File: src/sv/taa_pkg.sv
// shared types and constants for the triangle area accumulator
`default_nettype none
package taa_pkg;

    localparam int COORD_BITS       = 16;
    localparam int LENGTH_FRAC_BITS = 8;

    localparam int SUM_W    = 2 * COORD_BITS + 2;
    localparam int SRAD_W   = SUM_W + 2 * LENGTH_FRAC_BITS;
    localparam int LEN_W    = SRAD_W / 2;
    localparam int FAC_W    = LEN_W + 2;
    localparam int PROD_W   = 2 * FAC_W;
    localparam int P_W      = 4 * FAC_W;
    localparam int ROOT_W   = P_W / 2;
    localparam int REM_W    = ROOT_W + 2;
    localparam int ITER_W   = $clog2(ROOT_W + 1);
    localparam int AREA_W   = 50;
    localparam int TOTAL_W  = 63;
    localparam int AREA_SH  = 2 * LENGTH_FRAC_BITS + 2 - 16;
    localparam int SHR      = (AREA_SH > 0) ? AREA_SH : 0;
    localparam int SHL      = (AREA_SH < 0) ? -AREA_SH : 0;
    localparam int SCALE_W  = ROOT_W + SHL;

    typedef struct packed {
        logic                          first_triangle;
        logic signed [COORD_BITS-1:0]  v0_x;
        logic signed [COORD_BITS-1:0]  v0_y;
        logic signed [COORD_BITS-1:0]  v0_z;
        logic signed [COORD_BITS-1:0]  v1_x;
        logic signed [COORD_BITS-1:0]  v1_y;
        logic signed [COORD_BITS-1:0]  v1_z;
        logic signed [COORD_BITS-1:0]  v2_x;
        logic signed [COORD_BITS-1:0]  v2_y;
        logic signed [COORD_BITS-1:0]  v2_z;
    } taa_in_t;

    typedef struct packed {
        logic [AREA_W-1:0]  triangle_area;
        logic [TOTAL_W-1:0] total_area;
        logic               degenerate;
        logic               total_saturated;
    } taa_out_t;

    typedef struct packed {
        logic                  first;
        logic [2:0][SUM_W-1:0] sums;
    } taa_job_t;

    typedef struct packed {
        logic              start;
        logic [ITER_W-1:0] iters;
    } taa_sqrt_req_t;

endpackage
`default_nettype wire

File: src/sv/taa_queue.sv
// two-entry queue between the front and back ends
`default_nettype none
module taa_queue
    import taa_pkg::*;
(
    input  wire logic      clk,
    input  wire logic      rst_n,
    input  wire logic      push_valid,
    output logic           push_ready,
    input  wire taa_job_t  push_data,
    output logic           pop_valid,
    input  wire logic      pop,
    output taa_job_t       pop_data
);

    taa_job_t   mem [2];
    logic       wr_ptr_reg;
    logic       rd_ptr_reg;
    logic [1:0] count_reg;
    logic       do_push;
    logic       do_pop;

    assign push_ready = (count_reg != 2'd2);
    assign pop_valid  = (count_reg != 2'd0);
    assign pop_data   = mem[rd_ptr_reg];
    assign do_push    = push_valid && push_ready;
    assign do_pop     = pop && pop_valid;

    always_ff @(posedge clk)
    begin
        if (do_push)
        begin
            mem[wr_ptr_reg] <= push_data;
        end
    end

    always_ff @(posedge clk or negedge rst_n)
    begin
        if (!rst_n)
        begin
            wr_ptr_reg <= 1'b0;
            rd_ptr_reg <= 1'b0;
            count_reg  <= 2'd0;
        end
        else
        begin
            if (do_push)
            begin
                wr_ptr_reg <= !wr_ptr_reg;
            end
            if (do_pop)
            begin
                rd_ptr_reg <= !rd_ptr_reg;
            end
            if (do_push && !do_pop)
            begin
                count_reg <= count_reg + 2'd1;
            end
            else if (do_pop && !do_push)
            begin
                count_reg <= count_reg - 2'd1;
            end
        end
    end

endmodule
`default_nettype wire

File: config.mk
export PLATFORM = sky130hd
export DESIGN_NAME = taa_queue
export DESIGN_NICKNAME = d
export VERILOG_FILES = /design/src/sv/taa_pkg.sv /design/src/sv/taa_queue.sv
export SDC_FILE = /design/constraint.sdc
export NUM_CORES = 1
export LEC_CHECK = 0
export BUFFER_PORTS_ARGS = -buffer_cell sky130_fd_sc_hd__buf_2
export CAP_MARGIN = 40
export CORE_AREA = 2 2 123 125
export DETAILED_ROUTE_END_ITERATION = 12
export DIE_AREA = 0 0 125 127
export GPL_ROUTABILITY_DRIVEN = 1
export HOLD_SLACK_MARGIN = 0.15
export PLACE_DENSITY = 0.82
export RECOVER_POWER = 50
export SLEW_MARGIN = 20
export SYNTH_ARGS = -nofsm -noshare
export SYNTH_HDL_FRONTEND = slang
export SYNTH_SLANG_ARGS = --single-unit
File: constraint.sdc
create_clock -name clk -period 14.4 [get_ports clk]
set_input_delay 2.16 -clock clk [delete_from_list [all_inputs] [get_ports clk]]
set_output_delay 2.16 -clock clk [all_outputs]
set_load 0.1 [all_outputs]
==> metrics list <==
- The HPWL after detailed placement is 9210 um.
- Data arrival, critical path: 2.85 ns
- 212 I/O pins were placed.
- After detailed routing, the number of remaining DRC violations is 0.
* Total grt overflow: 0
- At the pin with the least slew margin, the transition time is 2.05 ns.
- Time the final worst path needs with I/O delays and setup: 5.01 ns
- Resized cells post-CTS: 0
- Overall die height: 127 um
* Delay of the slowest critical-path stage: 0.66 ns
* Count of filler cells inserted in the layout: 1014
- The biggest area contributor in the post-synthesis netlist is sky130_fd_sc_hd__edfxtp_1.
* Reported max-cap violation count: 2
* DRC marker count from the first detailed-route iteration: 278
- Summed over its instances, the top area cell type makes up 78.5% of the synthesized netlist area.
* Row cnt: 44
* Setup repair after global routing missed its margin: false
* Core Region: 14400 um2
- Worst max-slew margin expressed relative to the limit: -36.7%
- STA classifies the critical path startpoint as a flip-flop.
- Final hold viol count: 0
- Fraction of the yosys area taken by sequential cells: 79.8%
* Number of antenna violations at the first check in global routing: 1
* Cells along the critical path: buf_16 -> buf_4 -> mux2_4 -> buf_2
- Dividing the synthesized area by the synthesized cell count gives 23.2 um2.
- Cells taking the most area after synthesis: sky130_fd_sc_hd__edfxtp_1 (79%), sky130_fd_sc_hd__mux2_4 (11%), sky130_fd_sc_hd__mux2_2 (6.1%), sky130_fd_sc_hd__dfrtp_1 (1.3%), sky130_fd_sc_hd__buf_6 (1.0%)
- The worst register-to-register path begins at count_reg[0]$_DFFE_PN0P_.
* Number of routed nets with antenna violations: 0
- The worst path uses 34.8% of the clock period.
* Post-CTS clock slew at the launch and capture registers of the worst setup and hold paths: 0.05 ns
- Pins over their slew limit: 73
* Setup Crit Path Kind: flip-flop to primary output
- In this run the cell area of the synthesized design comes to 7880 um2.
- Max Clock Skew: 0.0111 ns
- From synthesis to final layout, the design area changed by 22.8%.
* Number of global-route vias before repair: 4289
- The first global-routing pass estimated 21400 um of wire.
* Post-CTS setup buffers: 0
* CTS H-tree depth: 1
- After detailed routing, the number of vias per cell comes to 5.18.
* Vias after detailed routing: 3966
* CTS Root Cell: sky130_fd_sc_hd__clkbuf_16
* Path category of the worst min-delay check: flip-flop to flip-flop
- Number of port buffers: 211
- Violations in the final reports: capacitance limit, slew limit
- TritonCTS built the clock tree.
- The net count of the finished layout is 675.
* Area enclosed by the die boundary: 15900 um2
- Global placer's final weighted congestion: 0.740
* Clock latency at the later pin of the worst-skew pair: 0.48 ns
- Max Clock Freq: 200 MHz
- The first detailed-routing pass ran for 4 iterations.
- The worst setup path is captured at a primary output.
* Maximum net fanout on the critical path: 44
* Data required time at the worst endpoint: 12.24 ns
* Overall die width: 125 um
* Gate Count Post-Synth: 339
- Starting utilization of the core area: 54.6%
- Syn Nets: 447
* Cell with the biggest individual delay on the critical path: sky130_fd_sc_hd__dfrtp_4
* Share of final-layout standard cells stronger than drive strength 1: 49.0%
* Avg WL per Cell: 18.0 um
* Number of buffers between clock root and the deepest sink: 3
* Count of synthesis-stage warnings from yosys: 0
* Worst slack after detailed placement: 9.84 ns
- After synthesis the netlist holds a flip-flop and latch count of 210.
- In this run, post-CTS hold repair placed 0 buffers.
- Startpoint of the lowest-slack hold path: count_reg[1]$_DFFE_PN0P_
- Entering global routing, the biggest net connects 61 pins.
* Final wirelength: 13800 um
* Max reg flops: 206
- Final Worst Setup Slack: 9.39 ns
- Number of failing setup endpoints in the final timing report: 0
- Tracing the worst setup path back leads to its startpoint at rd_ptr_reg$_DFFE_PN0P_.
* Number of clock sinks: 210
- Across every metal layer, demand over resource in global routing totals 16.9%.
- After synthesis, the netlist uses 16 different library cells.
- Outcome: finished, violations left
- Adding up every negative setup slack in the final design gives 0 ns.
- Clock buffers created by TritonCTS: 21
worst paths after layout:
kind | to | slack [ns] | cells past startpoint
min in group asynchronous | count_reg[0]$_DFFE_PN0P_ | 1.51 | 1
min | count_reg[1]$_DFFE_PN0P_ | 0.50 | 1
min reg2reg | count_reg[1]$_DFFE_PN0P_ | 0.50 | 1
max in group asynchronous | rd_ptr_reg$_DFFE_PN0P_ | 12.67 | 1
max reg2reg | mem[1][51]$_DFFE_PP_ | 10.96 | 3
max | pop_data[79] | 9.39 | 4
through the flow:
step                util, %  instance area, um2  hold slack, ns  instances
floorplan                 -                7880           0.456        339
finish                 67.1                9670           0.503        765
detailed placement     63.3                9130           0.490        727
CTS                    67.6                9750           0.502        763
global route           67.1                9670           0.514        765
global placement       63.1                9100           0.471        726
cells by family (layout without fill, tap and decap cells):
kind of cell	after synthesis	in the layout	synth area share [%]
flops	210	210	79.8
mux	103	103	17.6
buf+inv	13	254	1.49
simple gates	7	7	0.429
xor+xnor	5	5	0.556
fa+ha+maj	1	1	0.159
other cells	0	1	0
synthesized netlist by cell type:
| library cell | instances |
|---|---|
| sky130_fd_sc_hd__xor2_1 | 2 |
| sky130_fd_sc_hd__dfrtp_1 | 4 |
| sky130_fd_sc_hd__buf_6 | 7 |
| sky130_fd_sc_hd__xnor2_1 | 3 |
| sky130_fd_sc_hd__mux2_4 | 60 |
| sky130_fd_sc_hd__inv_1 | 1 |
| sky130_fd_sc_hd__mux2_2 | 43 |
| sky130_fd_sc_hd__or2_2 | 1 |
| sky130_fd_sc_hd__nand2_1 | 2 |
| sky130_fd_sc_hd__edfxtp_1 | 206 |
| sky130_fd_sc_hd__buf_2 | 4 |
| sky130_fd_sc_hd__ha_1 | 1 |
| sky130_fd_sc_hd__nor2_1 | 2 |
| sky130_fd_sc_hd__and3_1 | 1 |
| sky130_fd_sc_hd__nand2b_1 | 1 |
| sky130_fd_sc_hd__buf_8 | 1 |
per-layer routing:
metal / track usage [%] / up-vias / wire, um
li1: - / 1803 / -
met4: 6.41 / 0 / 435
met2: 29.0 / 175 / 6820
met1: 20.7 / 1948 / 5410
met3: 4.90 / 40 / 1140
met5: 0 / - / 0
critical path, delay by kind of cell (launching register included):
kind                   cells  cell delay, ns
DFF                        1            0.66
muxes                      1            0.29
buffers and inverters      3            1.36
placed cells by master (no fill, tap or decap), types with 3 or more instances in the layout:
| master | count |
|---|---|
| sky130_fd_sc_hd__xnor2_1 | 3 |
| sky130_fd_sc_hd__mux2_4 | 60 |
| sky130_fd_sc_hd__buf_4 | 3 |
| sky130_fd_sc_hd__clkinv_2 | 4 |
| sky130_fd_sc_hd__clkbuf_1 | 67 |
| sky130_fd_sc_hd__clkbuf_16 | 21 |
| sky130_fd_sc_hd__mux2_2 | 43 |
| sky130_fd_sc_hd__clkinv_1 | 7 |
| sky130_fd_sc_hd__edfxtp_1 | 206 |
| sky130_fd_sc_hd__buf_2 | 147 |
| sky130_fd_sc_hd__dfrtp_1 | 3 |
area by class of cell:
cell class                 count  area [um2]  area share (%)
sequential                   210        6290            65.0
multi-input combinational    116        1480            15.3
timing repair buffer         217        1050            10.9
clock buffer                  23         533            5.51
tap                          184         230            2.38
clock inverter                13        87.6           0.906
inverter                       1        3.75          0.0388
antenna                        1        2.50          0.0259
Power is left out: the tool's default activity adds up to more than one toggle a clock period on the data nets, which glitch-free logic cannot reach.
