==> src/sv/taa_pkg.sv <==
// shared types and constants for the triangle area accumulator
`default_nettype none
package taa_pkg;

    localparam int COORD_BITS       = 16;
    localparam int LENGTH_FRAC_BITS = 8;

    localparam int SUM_W    = 2 * COORD_BITS + 2;
    localparam int SRAD_W   = SUM_W + 2 * LENGTH_FRAC_BITS;
    localparam int LEN_W    = SRAD_W / 2;
    localparam int FAC_W    = LEN_W + 2;
    localparam int PROD_W   = 2 * FAC_W;
    localparam int P_W      = 4 * FAC_W;
    localparam int ROOT_W   = P_W / 2;
    localparam int REM_W    = ROOT_W + 2;
    localparam int ITER_W   = $clog2(ROOT_W + 1);
    localparam int AREA_W   = 50;
    localparam int TOTAL_W  = 63;
    localparam int AREA_SH  = 2 * LENGTH_FRAC_BITS + 2 - 16;
    localparam int SHR      = (AREA_SH > 0) ? AREA_SH : 0;
    localparam int SHL      = (AREA_SH < 0) ? -AREA_SH : 0;
    localparam int SCALE_W  = ROOT_W + SHL;

    typedef struct packed {
        logic                          first_triangle;
        logic signed [COORD_BITS-1:0]  v0_x;
        logic signed [COORD_BITS-1:0]  v0_y;
        logic signed [COORD_BITS-1:0]  v0_z;
        logic signed [COORD_BITS-1:0]  v1_x;
        logic signed [COORD_BITS-1:0]  v1_y;
        logic signed [COORD_BITS-1:0]  v1_z;
        logic signed [COORD_BITS-1:0]  v2_x;
        logic signed [COORD_BITS-1:0]  v2_y;
        logic signed [COORD_BITS-1:0]  v2_z;
    } taa_in_t;

    typedef struct packed {
        logic [AREA_W-1:0]  triangle_area;
        logic [TOTAL_W-1:0] total_area;
        logic               degenerate;
        logic               total_saturated;
    } taa_out_t;

    typedef struct packed {
        logic                  first;
        logic [2:0][SUM_W-1:0] sums;
    } taa_job_t;

    typedef struct packed {
        logic              start;
        logic [ITER_W-1:0] iters;
    } taa_sqrt_req_t;

endpackage
`default_nettype wire

==> src/sv/taa_sqrt.sv <==
// bit-serial restoring integer square root, two radicand bits per cycle
`default_nettype none
module taa_sqrt
    import taa_pkg::*;
(
    input  wire logic           clk,
    input  wire logic           rst_n,
    input  wire taa_sqrt_req_t  req,
    input  wire logic [P_W-1:0] rad,
    output logic                done,
    output logic [ROOT_W-1:0]   root
);

    logic [P_W-1:0]    rad_reg;
    logic [REM_W-1:0]  rem_reg;
    logic [ROOT_W-1:0] root_reg;
    logic [ITER_W-1:0] cnt_reg;
    logic              busy_reg;
    logic              done_reg;
    logic [REM_W-1:0]  rem_sh;
    logic [REM_W-1:0]  trial;
    logic              take;

    assign rem_sh = {rem_reg[REM_W-3:0], rad_reg[P_W-1:P_W-2]};
    assign trial  = {root_reg, 2'b01};
    assign take   = (rem_sh >= trial);
    assign done   = done_reg;
    assign root   = root_reg;

    always_ff @(posedge clk or negedge rst_n)
    begin
        if (!rst_n)
        begin
            busy_reg <= 1'b0;
            done_reg <= 1'b0;
            cnt_reg  <= '0;
        end
        else
        begin
            done_reg <= 1'b0;
            if (req.start)
            begin
                busy_reg <= 1'b1;
                cnt_reg  <= req.iters;
            end
            else if (busy_reg)
            begin
                cnt_reg <= cnt_reg - 1'b1;
                if (cnt_reg == ITER_W'(1))
                begin
                    busy_reg <= 1'b0;
                    done_reg <= 1'b1;
                end
            end
        end
    end

    always_ff @(posedge clk)
    begin
        if (req.start)
        begin
            rad_reg  <= rad;
            rem_reg  <= '0;
            root_reg <= '0;
        end
        else if (busy_reg)
        begin
            rad_reg  <= {rad_reg[P_W-3:0], 2'b00};
            rem_reg  <= take ? (rem_sh - trial) : rem_sh;
            root_reg <= {root_reg[ROOT_W-2:0], take};
        end
    end

endmodule
`default_nettype wire

==> src/sv/taa_back.sv <==
// back end: side roots, sort, heron product, area root and running total
`default_nettype none
module taa_back
    import taa_pkg::*;
(
    input  wire logic      clk,
    input  wire logic      rst_n,
    input  wire logic      job_valid,
    output logic           job_pop,
    input  wire taa_job_t  job,
    output logic           result_valid,
    input  wire logic      result_ready,
    output taa_out_t       result
);

    typedef enum logic [5:0] {
        S_IDLE = 6'b000001,
        S_SIDE = 6'b000010,
        S_SORT = 6'b000100,
        S_MUL  = 6'b001000,
        S_ROOT = 6'b010000,
        S_ACC  = 6'b100000
    } state_t;

    state_t                 state_reg;
    state_t                 state_next;
    taa_job_t               job_reg;
    logic [1:0]             idx_reg;
    logic [2:0][LEN_W-1:0]  len_reg;
    logic [3:0][FAC_W-1:0]  fac_reg;
    logic                   deg_reg;
    logic [2:0]             mcnt_reg;
    logic [PROD_W-1:0]      prod_reg;
    logic [PROD_W-1:0]      p12_reg;
    logic [PROD_W-1:0]      p34_reg;
    logic [P_W-1:0]         acc_reg;
    logic [P_W-1:0]         acc_next;
    logic [AREA_W-1:0]      area_reg;
    logic [TOTAL_W-1:0]     total_reg;
    logic                   sat_reg;
    logic                   out_valid_reg;
    taa_out_t               out_reg;

    taa_sqrt_req_t          sq_req;
    logic [P_W-1:0]         sq_rad;
    logic                   sq_done;
    logic [ROOT_W-1:0]      sq_root;

    logic [FAC_W-1:0]       mul_a;
    logic [FAC_W-1:0]       mul_b;
    logic [LEN_W-1:0]       na;
    logic [LEN_W-1:0]       nb;
    logic [LEN_W-1:0]       nc;
    logic [LEN_W-1:0]       mx_ab;
    logic [LEN_W-1:0]       mn_ab;
    logic [SCALE_W-1:0]     scaled;
    logic [AREA_W-1:0]      area_clip;
    logic [TOTAL_W-1:0]     base;
    logic [TOTAL_W:0]       sum;

    function automatic logic [P_W-1:0] side_rad(input logic [SUM_W-1:0] s);
        side_rad = {s, (2 * LENGTH_FRAC_BITS)'(0), (P_W - SRAD_W)'(0)};
    endfunction

    taa_sqrt u_sqrt (
        .clk   (clk),
        .rst_n (rst_n),
        .req   (sq_req),
        .rad   (sq_rad),
        .done  (sq_done),
        .root  (sq_root)
    );

    // sort the three sides
    always_comb
    begin
        mx_ab = (len_reg[0] > len_reg[1]) ? len_reg[0] : len_reg[1];
        mn_ab = (len_reg[0] < len_reg[1]) ? len_reg[0] : len_reg[1];
        na    = (mx_ab > len_reg[2]) ? mx_ab : len_reg[2];
        nc    = (mn_ab < len_reg[2]) ? mn_ab : len_reg[2];
        nb    = LEN_W'(FAC_W'(len_reg[0]) + FAC_W'(len_reg[1]) + FAC_W'(len_reg[2])
              - FAC_W'(na) - FAC_W'(nc));
    end

    // shared multiplier operand select; last four steps build the wide product
    always_comb
    begin
        unique case (mcnt_reg)
            3'd0:    begin mul_a = fac_reg[0];              mul_b = fac_reg[1];              end
            3'd1:    begin mul_a = fac_reg[2];              mul_b = fac_reg[3];              end
            3'd3:    begin mul_a = p12_reg[FAC_W-1:0];      mul_b = p34_reg[FAC_W-1:0];      end
            3'd4:    begin mul_a = p12_reg[FAC_W-1:0];      mul_b = p34_reg[PROD_W-1:FAC_W]; end
            3'd5:    begin mul_a = p12_reg[PROD_W-1:FAC_W]; mul_b = p34_reg[FAC_W-1:0];      end
            3'd6:    begin mul_a = p12_reg[PROD_W-1:FAC_W]; mul_b = p34_reg[PROD_W-1:FAC_W]; end
            default: begin mul_a = '0;                      mul_b = '0;                      end
        endcase
    end

    always_comb
    begin
        unique case (mcnt_reg)
            3'd4:    acc_next = P_W'(prod_reg);
            3'd5:    acc_next = acc_reg + (P_W'(prod_reg) << FAC_W);
            3'd6:    acc_next = acc_reg + (P_W'(prod_reg) << FAC_W);
            3'd7:    acc_next = acc_reg + (P_W'(prod_reg) << PROD_W);
            default: acc_next = acc_reg;
        endcase
    end

    always_comb
    begin
        scaled    = (SCALE_W'(sq_root) << SHL) >> SHR;
        area_clip = ((scaled >> AREA_W) != '0) ? '1 : scaled[AREA_W-1:0];
        base      = job_reg.first ? '0 : total_reg;
        sum       = {1'b0, base} + (TOTAL_W + 1)'(area_reg);
    end

    always_comb
    begin
        state_next   = state_reg;
        job_pop      = 1'b0;
        sq_req.start = 1'b0;
        sq_req.iters = ITER_W'(LEN_W);
        sq_rad       = side_rad(job.sums[0]);
        unique case (state_reg)
            S_IDLE:
            begin
                if (job_valid && !out_valid_reg)
                begin
                    job_pop      = 1'b1;
                    sq_req.start = 1'b1;
                    state_next   = S_SIDE;
                end
            end
            S_SIDE:
            begin
                sq_rad = side_rad(job_reg.sums[idx_reg + 2'd1]);
                if (sq_done)
                begin
                    if (idx_reg == 2'd2)
                    begin
                        state_next = S_SORT;
                    end
                    else
                    begin
                        sq_req.start = 1'b1;
                    end
                end
            end
            S_SORT:
            begin
                state_next = ((FAC_W'(nb) + FAC_W'(nc)) < FAC_W'(na)) ? S_ACC : S_MUL;
            end
            S_MUL:
            begin
                sq_rad       = acc_next;
                sq_req.iters = ITER_W'(ROOT_W);
                if (mcnt_reg == 3'd7)
                begin
                    sq_req.start = 1'b1;
                    state_next   = S_ROOT;
                end
            end
            S_ROOT:
            begin
                if (sq_done)
                begin
                    state_next = S_ACC;
                end
            end
            S_ACC:
            begin
                state_next = S_IDLE;
            end
            default:
            begin
                state_next = S_IDLE;
            end
        endcase
    end

    always_ff @(posedge clk or negedge rst_n)
    begin
        if (!rst_n)
        begin
            state_reg     <= S_IDLE;
            idx_reg       <= 2'd0;
            mcnt_reg      <= 3'd0;
            total_reg     <= '0;
            sat_reg       <= 1'b0;
            out_valid_reg <= 1'b0;
        end
        else
        begin
            state_reg <= state_next;
            if (state_reg == S_IDLE)
            begin
                idx_reg <= 2'd0;
            end
            else if (state_reg == S_SIDE && sq_done)
            begin
                idx_reg <= idx_reg + 2'd1;
            end
            mcnt_reg <= (state_reg == S_MUL) ? mcnt_reg + 3'd1 : 3'd0;
            if (result_valid && result_ready)
            begin
                out_valid_reg <= 1'b0;
            end
            if (state_reg == S_ACC)
            begin
                out_valid_reg <= 1'b1;
                if (sum[TOTAL_W])
                begin
                    total_reg <= '1;
                    sat_reg   <= 1'b1;
                end
                else
                begin
                    total_reg <= sum[TOTAL_W-1:0];
                    sat_reg   <= job_reg.first ? 1'b0 : sat_reg;
                end
            end
        end
    end

    always_ff @(posedge clk)
    begin
        if (job_pop)
        begin
            job_reg <= job;
        end
        if (state_reg == S_SIDE && sq_done)
        begin
            len_reg[idx_reg] <= sq_root[LEN_W-1:0];
        end
        if (state_reg == S_SORT)
        begin
            fac_reg[0] <= FAC_W'(na) + FAC_W'(nb) + FAC_W'(nc);
            fac_reg[1] <= FAC_W'(na) + FAC_W'(nb) - FAC_W'(nc);
            fac_reg[2] <= FAC_W'(nb) + FAC_W'(nc) - FAC_W'(na);
            fac_reg[3] <= FAC_W'(nc) + FAC_W'(na) - FAC_W'(nb);
            deg_reg    <= (FAC_W'(nb) + FAC_W'(nc)) < FAC_W'(na);
            area_reg   <= '0;
        end
        prod_reg <= mul_a * mul_b;
        if (mcnt_reg == 3'd1)
        begin
            p12_reg <= prod_reg;
        end
        if (mcnt_reg == 3'd2)
        begin
            p34_reg <= prod_reg;
        end
        acc_reg <= acc_next;
        if (state_reg == S_ROOT && sq_done)
        begin
            area_reg <= area_clip;
        end
        if (state_reg == S_ACC)
        begin
            out_reg.triangle_area   <= area_reg;
            out_reg.degenerate      <= deg_reg;
            out_reg.total_area      <= sum[TOTAL_W] ? '1 : sum[TOTAL_W-1:0];
            out_reg.total_saturated <= sum[TOTAL_W] ? 1'b1
                                     : (job_reg.first ? 1'b0 : sat_reg);
        end
    end

    assign result_valid = out_valid_reg;
    assign result       = out_reg;

endmodule
`default_nettype wire

==> config.mk <==
export PLATFORM = sky130hd
export DESIGN_NAME = taa_back
export DESIGN_NICKNAME = d
export VERILOG_FILES = /design/src/sv/taa_pkg.sv /design/src/sv/taa_sqrt.sv /design/src/sv/taa_back.sv
export SDC_FILE = /design/constraint.sdc
export NUM_CORES = 2
export LEC_CHECK = 0
export BUFFER_PORTS_ARGS = -buffer_cell sky130_fd_sc_hd__buf_2
export CORE_ASPECT_RATIO = 2
export CORE_UTILIZATION = 65
export CTS_CLUSTER_DIAMETER = 50
export DETAILED_ROUTE_END_ITERATION = 16
export PLACE_DENSITY = 0.83
export SYNTH_ARGS = -nofsm -noshare
export SYNTH_HDL_FRONTEND = slang
export SYNTH_SLANG_ARGS = --single-unit
==> constraint.sdc <==
create_clock -name clk -period 15.39 [get_ports clk]
set_input_delay 0.7695 -clock clk [delete_from_list [all_inputs] [get_ports clk]]
set_output_delay 0.7695 -clock clk [all_outputs]
set_load 0.005 [all_outputs]
==> impl_metrics.ini <==
[status]
status = finished with violations
violations = max-slew violations

[job]
drv_cap = 0

[clock_network]
postCtsHoldBufs = 1
post_cts_buffers = 0
cts_tree = yes
clock_latency_ns = 0.76
path_clk_slew_ns = 0.07
cts_root_buf = clkbuf_16
clock_sinks = 1019
cts_buffer_depth = 3
htreeDepth = 3
cts_resized = 0
numCtsBuffers = 90

[logic_synthesis]
synthAdderAreaFrac_pct = 26.8
syn-instance-count = 8883
netlist.area_leader.share_pct = 23.4
yosysWarnings = 0
synth_top_family_by_area = adder cells
ys.flop_type = edfxtp_1
muxShareOfSynthArea_pct = 1.62
ys_ff_latch = 1019
yosysUniqueCellTypes = 106
yosys.area_share.simple_pct = 12.1
synthXorXnorAreaFrac_pct = 4.11
ys_seq_area_share_pct = 32.1
synth_nets = 10383
syn_area_mm2 = 0.0855
netlist_top_cells_area = edfxtp_1 23%, fa_1 17%, ha_1 9.7%, dfxtp_1 6.3%, inv_1 4.9%
async_reset_ff_share_pct = 8.24
synth_area_per_cell_um2 = 9.62
synth_compound_area_share_pct = 16.5
yosys.area.top_type = edfxtp_1
synth_edf_count = 665

[timing]
worst_slew_pin_slew_ns = 1.56
fmax_mhz = 73.6
setup-violations-final = 0
finalHoldWorstSlack_ns = 0.188
finalHoldViolCount = 0
slew_viol_final = 8
skew_ns = 0.0665
relSlewSlack_pct = -4.15
layout_min_cycle_time_ns = 13.58
timing.setup.tns_ns = 0
rsz0062_at_grt = no
post-route-period-util_pct = 88.3

[global_route]
grt_overflow = 0
grt_max_degree = 156
grt_use_total_pct = 43.3
grt_pass1_vias = 73925
antenna_found_initial = 27
grt_pass1_wl_mm = 428

[power_and_ir_drop]
p_per_area_mw_per_mm2 = 94.4
vdd_drop_max_mv = 0.124
power_uw = 8650
p_leak_uw = 0.0416

[worst_setup_path]
crit_path_max_fanout = 25
critPathCaptureType = flip-flop
worst_path_max_delay_cell = o21ai_0
cp_data_arrival_time_ns = 14.07
start_kind = flip-flop
r2r-end = fac_reg[24]
rrSetupSlack_ns = 1.81
crit_type = flip-flop to flip-flop
slowest_delay_ns = 0.64
rr_worst_depth = 50
cp_data_required_time_ns = 15.88
crit_top_cell = a21o_1
r2r_start = len_reg[22]

[min_path]
min_path_cells = 1
hold_path.class = primary input to flip-flop
hp-start = job[69]
hold_path_end = job_reg[69]

[detailed_routing]
drt_pass1_iterations = 10
viasPerCell = 6.50
wl_met2_mm = 143
route.detailed.drc = 0
wl_met3_mm = 21.3
routed_wl_mm = 284
wl_per_cell_um = 26.5
wl_met1_mm = 83.3
drt_iter0_markers = 5865
ant_nets = 0
top_layer_used = met5
vias = 69724

[placed_design]
port_buffers = 223
gp_congestion = 1.06
place_hpwl_mm = 218
dp.cells = 10533

[floorplan]
start_util_pct = 65.7
top_level_ports = 224
die_w_um = 258
die_area_mm2 = 0.133
core-area_mm2 = 0.130
rows = 187
die_h_um = 515

[final_layout]
layout-drive-gt1-share_pct = 7.13
largest_reg_flops = 115
nets = 10429
area_growth_pct = 7.24
final-instance-count-excl-fill = 10732
[Yosys cell counts, types with 25 or more instances]
master	number
inv_1	1125
nand2_1	1058
fa_1	728
edfxtp_1	665
ha_1	665
nor2_1	553
a21oi_1	499
o21ai_0	413
clkbuf_1	353
xnor2_1	284
dfxtp_1	270
a21o_1	218
a31oi_1	133
mux2i_1	128
a22o_1	122
nor2b_1	117
xor2_1	117
nand3_1	112
nor3_1	85
and2_1	84
dfrtp_1	83
o21a_1	83
a221o_1	79
a221oi_1	68
nand2b_1	65
nand4_1	65
o21bai_1	59
and3_1	56
a211oi_1	53
a22oi_1	41
o211ai_1	34
a222oi_1	30
buf_1	27
o21ai_1	25
o31ai_1	25
[layer usage]
layer	global-route usage [%]	vias to the layer above
li1	-	30646
met1	39.2	33931
met2	76.0	3569
met3	9.85	1566
met4	45.6	12
met5	0	-
[power by group]
group / total, uW / internal [uW] / leakage, uW / switching [uW]
Clock: 2440 / 1290 / 0.00151 / 1160
Sequential: 3470 / 3290 / 0.00961 / 180
Combinational: 2740 / 1090 / 0.0305 / 1650
Total: 8650 / 5660 / 0.0416 / 2990
[cell type report]
cell class / instances / area, um^2
diodes: 26 / 65.1
clock buffers: 113 / 2450
clock inverters: 55 / 709
fillers: 9714 / 38400
inverters: 1130 / 4250
multi-input cells: 6326 / 52400
flip-flops and latches: 1019 / 27500
well taps: 1701 / 2130
repair buffers: 362 / 2190
[worst max-delay path: cells and delay by family (launching register included)]
| family | cells | cell delay, ns |
|---|---|---|
| flip-flops | 1 | 0.46 |
| XOR/XNOR | 2 | 0.36 |
| buffers and inverters | 6 | 0.76 |
| multiplexers | 1 | 0.25 |
| AND/OR/NAND/NOR | 10 | 2.39 |
| adder cells (fa/ha/maj) | 8 | 3.00 |
| AO/OA/AOI/OAI | 23 | 6.07 |
[placed cells by master (no fill, tap or decap), types with 65 or more instances in the layout]
cell type  Yosys  layout
a21oi_1      499     499
inv_1       1125    1123
nand4_1       65      65
xnor2_1      284     284
dfxtp_1      270     270
buf_4          2     135
o21ai_0      413     413
a22o_1       122     122
nand2b_1      65      65
nor2b_1      117     114
a21o_1       218     218
a221o_1       79      67
buf_2         22     222
o21a_1        83      82
nor3_1        85      82
nor2_1       553     550
dfrtp_1       83      81
clkbuf_16      0      92
nand2_1     1058    1056
ha_1         665     664
and2_1        84      83
xor2_1       117     117
edfxtp_1     665     665
a31oi_1      133     133
mux2i_1      128     128
nand3_1      112     112
fa_1         728     728
[per-stage QoR]
stage                     util (%)  area [um^2]  setup slack, ns
final                         70.5        91700             1.81
after global placement        67.9        88400             2.24
after detailed placement      67.9        88400             2.08
after global routing          70.4        91600             1.15
after floorplan                  -        85500             3.63
after CTS                     70.4        91500             2.00
[worst max path at each step]
stage / slack [ns] / to / start / depth (start not counted)
floorplan: 3.63 / fac_reg[25] / len_reg[29] / 58
global placement: 2.24 / fac_reg[51] / len_reg[29] / 51
detailed placement: 2.08 / fac_reg[51] / len_reg[29] / 51
CTS: 2.00 / fac_reg[51] / len_reg[29] / 51
global route: 1.15 / fac_reg[24] / len_reg[29] / 52
finish: 1.81 / fac_reg[24] / len_reg[22] / 50
[kinds of logic (layout without fill, tap and decap cells)]
kind of cell | count (synthesis) | in the layout
fa+ha+maj | 1393 | 1393
flops | 1019 | 1019
buf+inv | 1538 | 1660
compound gates | 2086 | 2086
xor+xnor | 401 | 401
mux | 137 | 137
other cells | 0 | 26
simple gates | 2309 | 2309
Power figures use the tool's default switching activity.
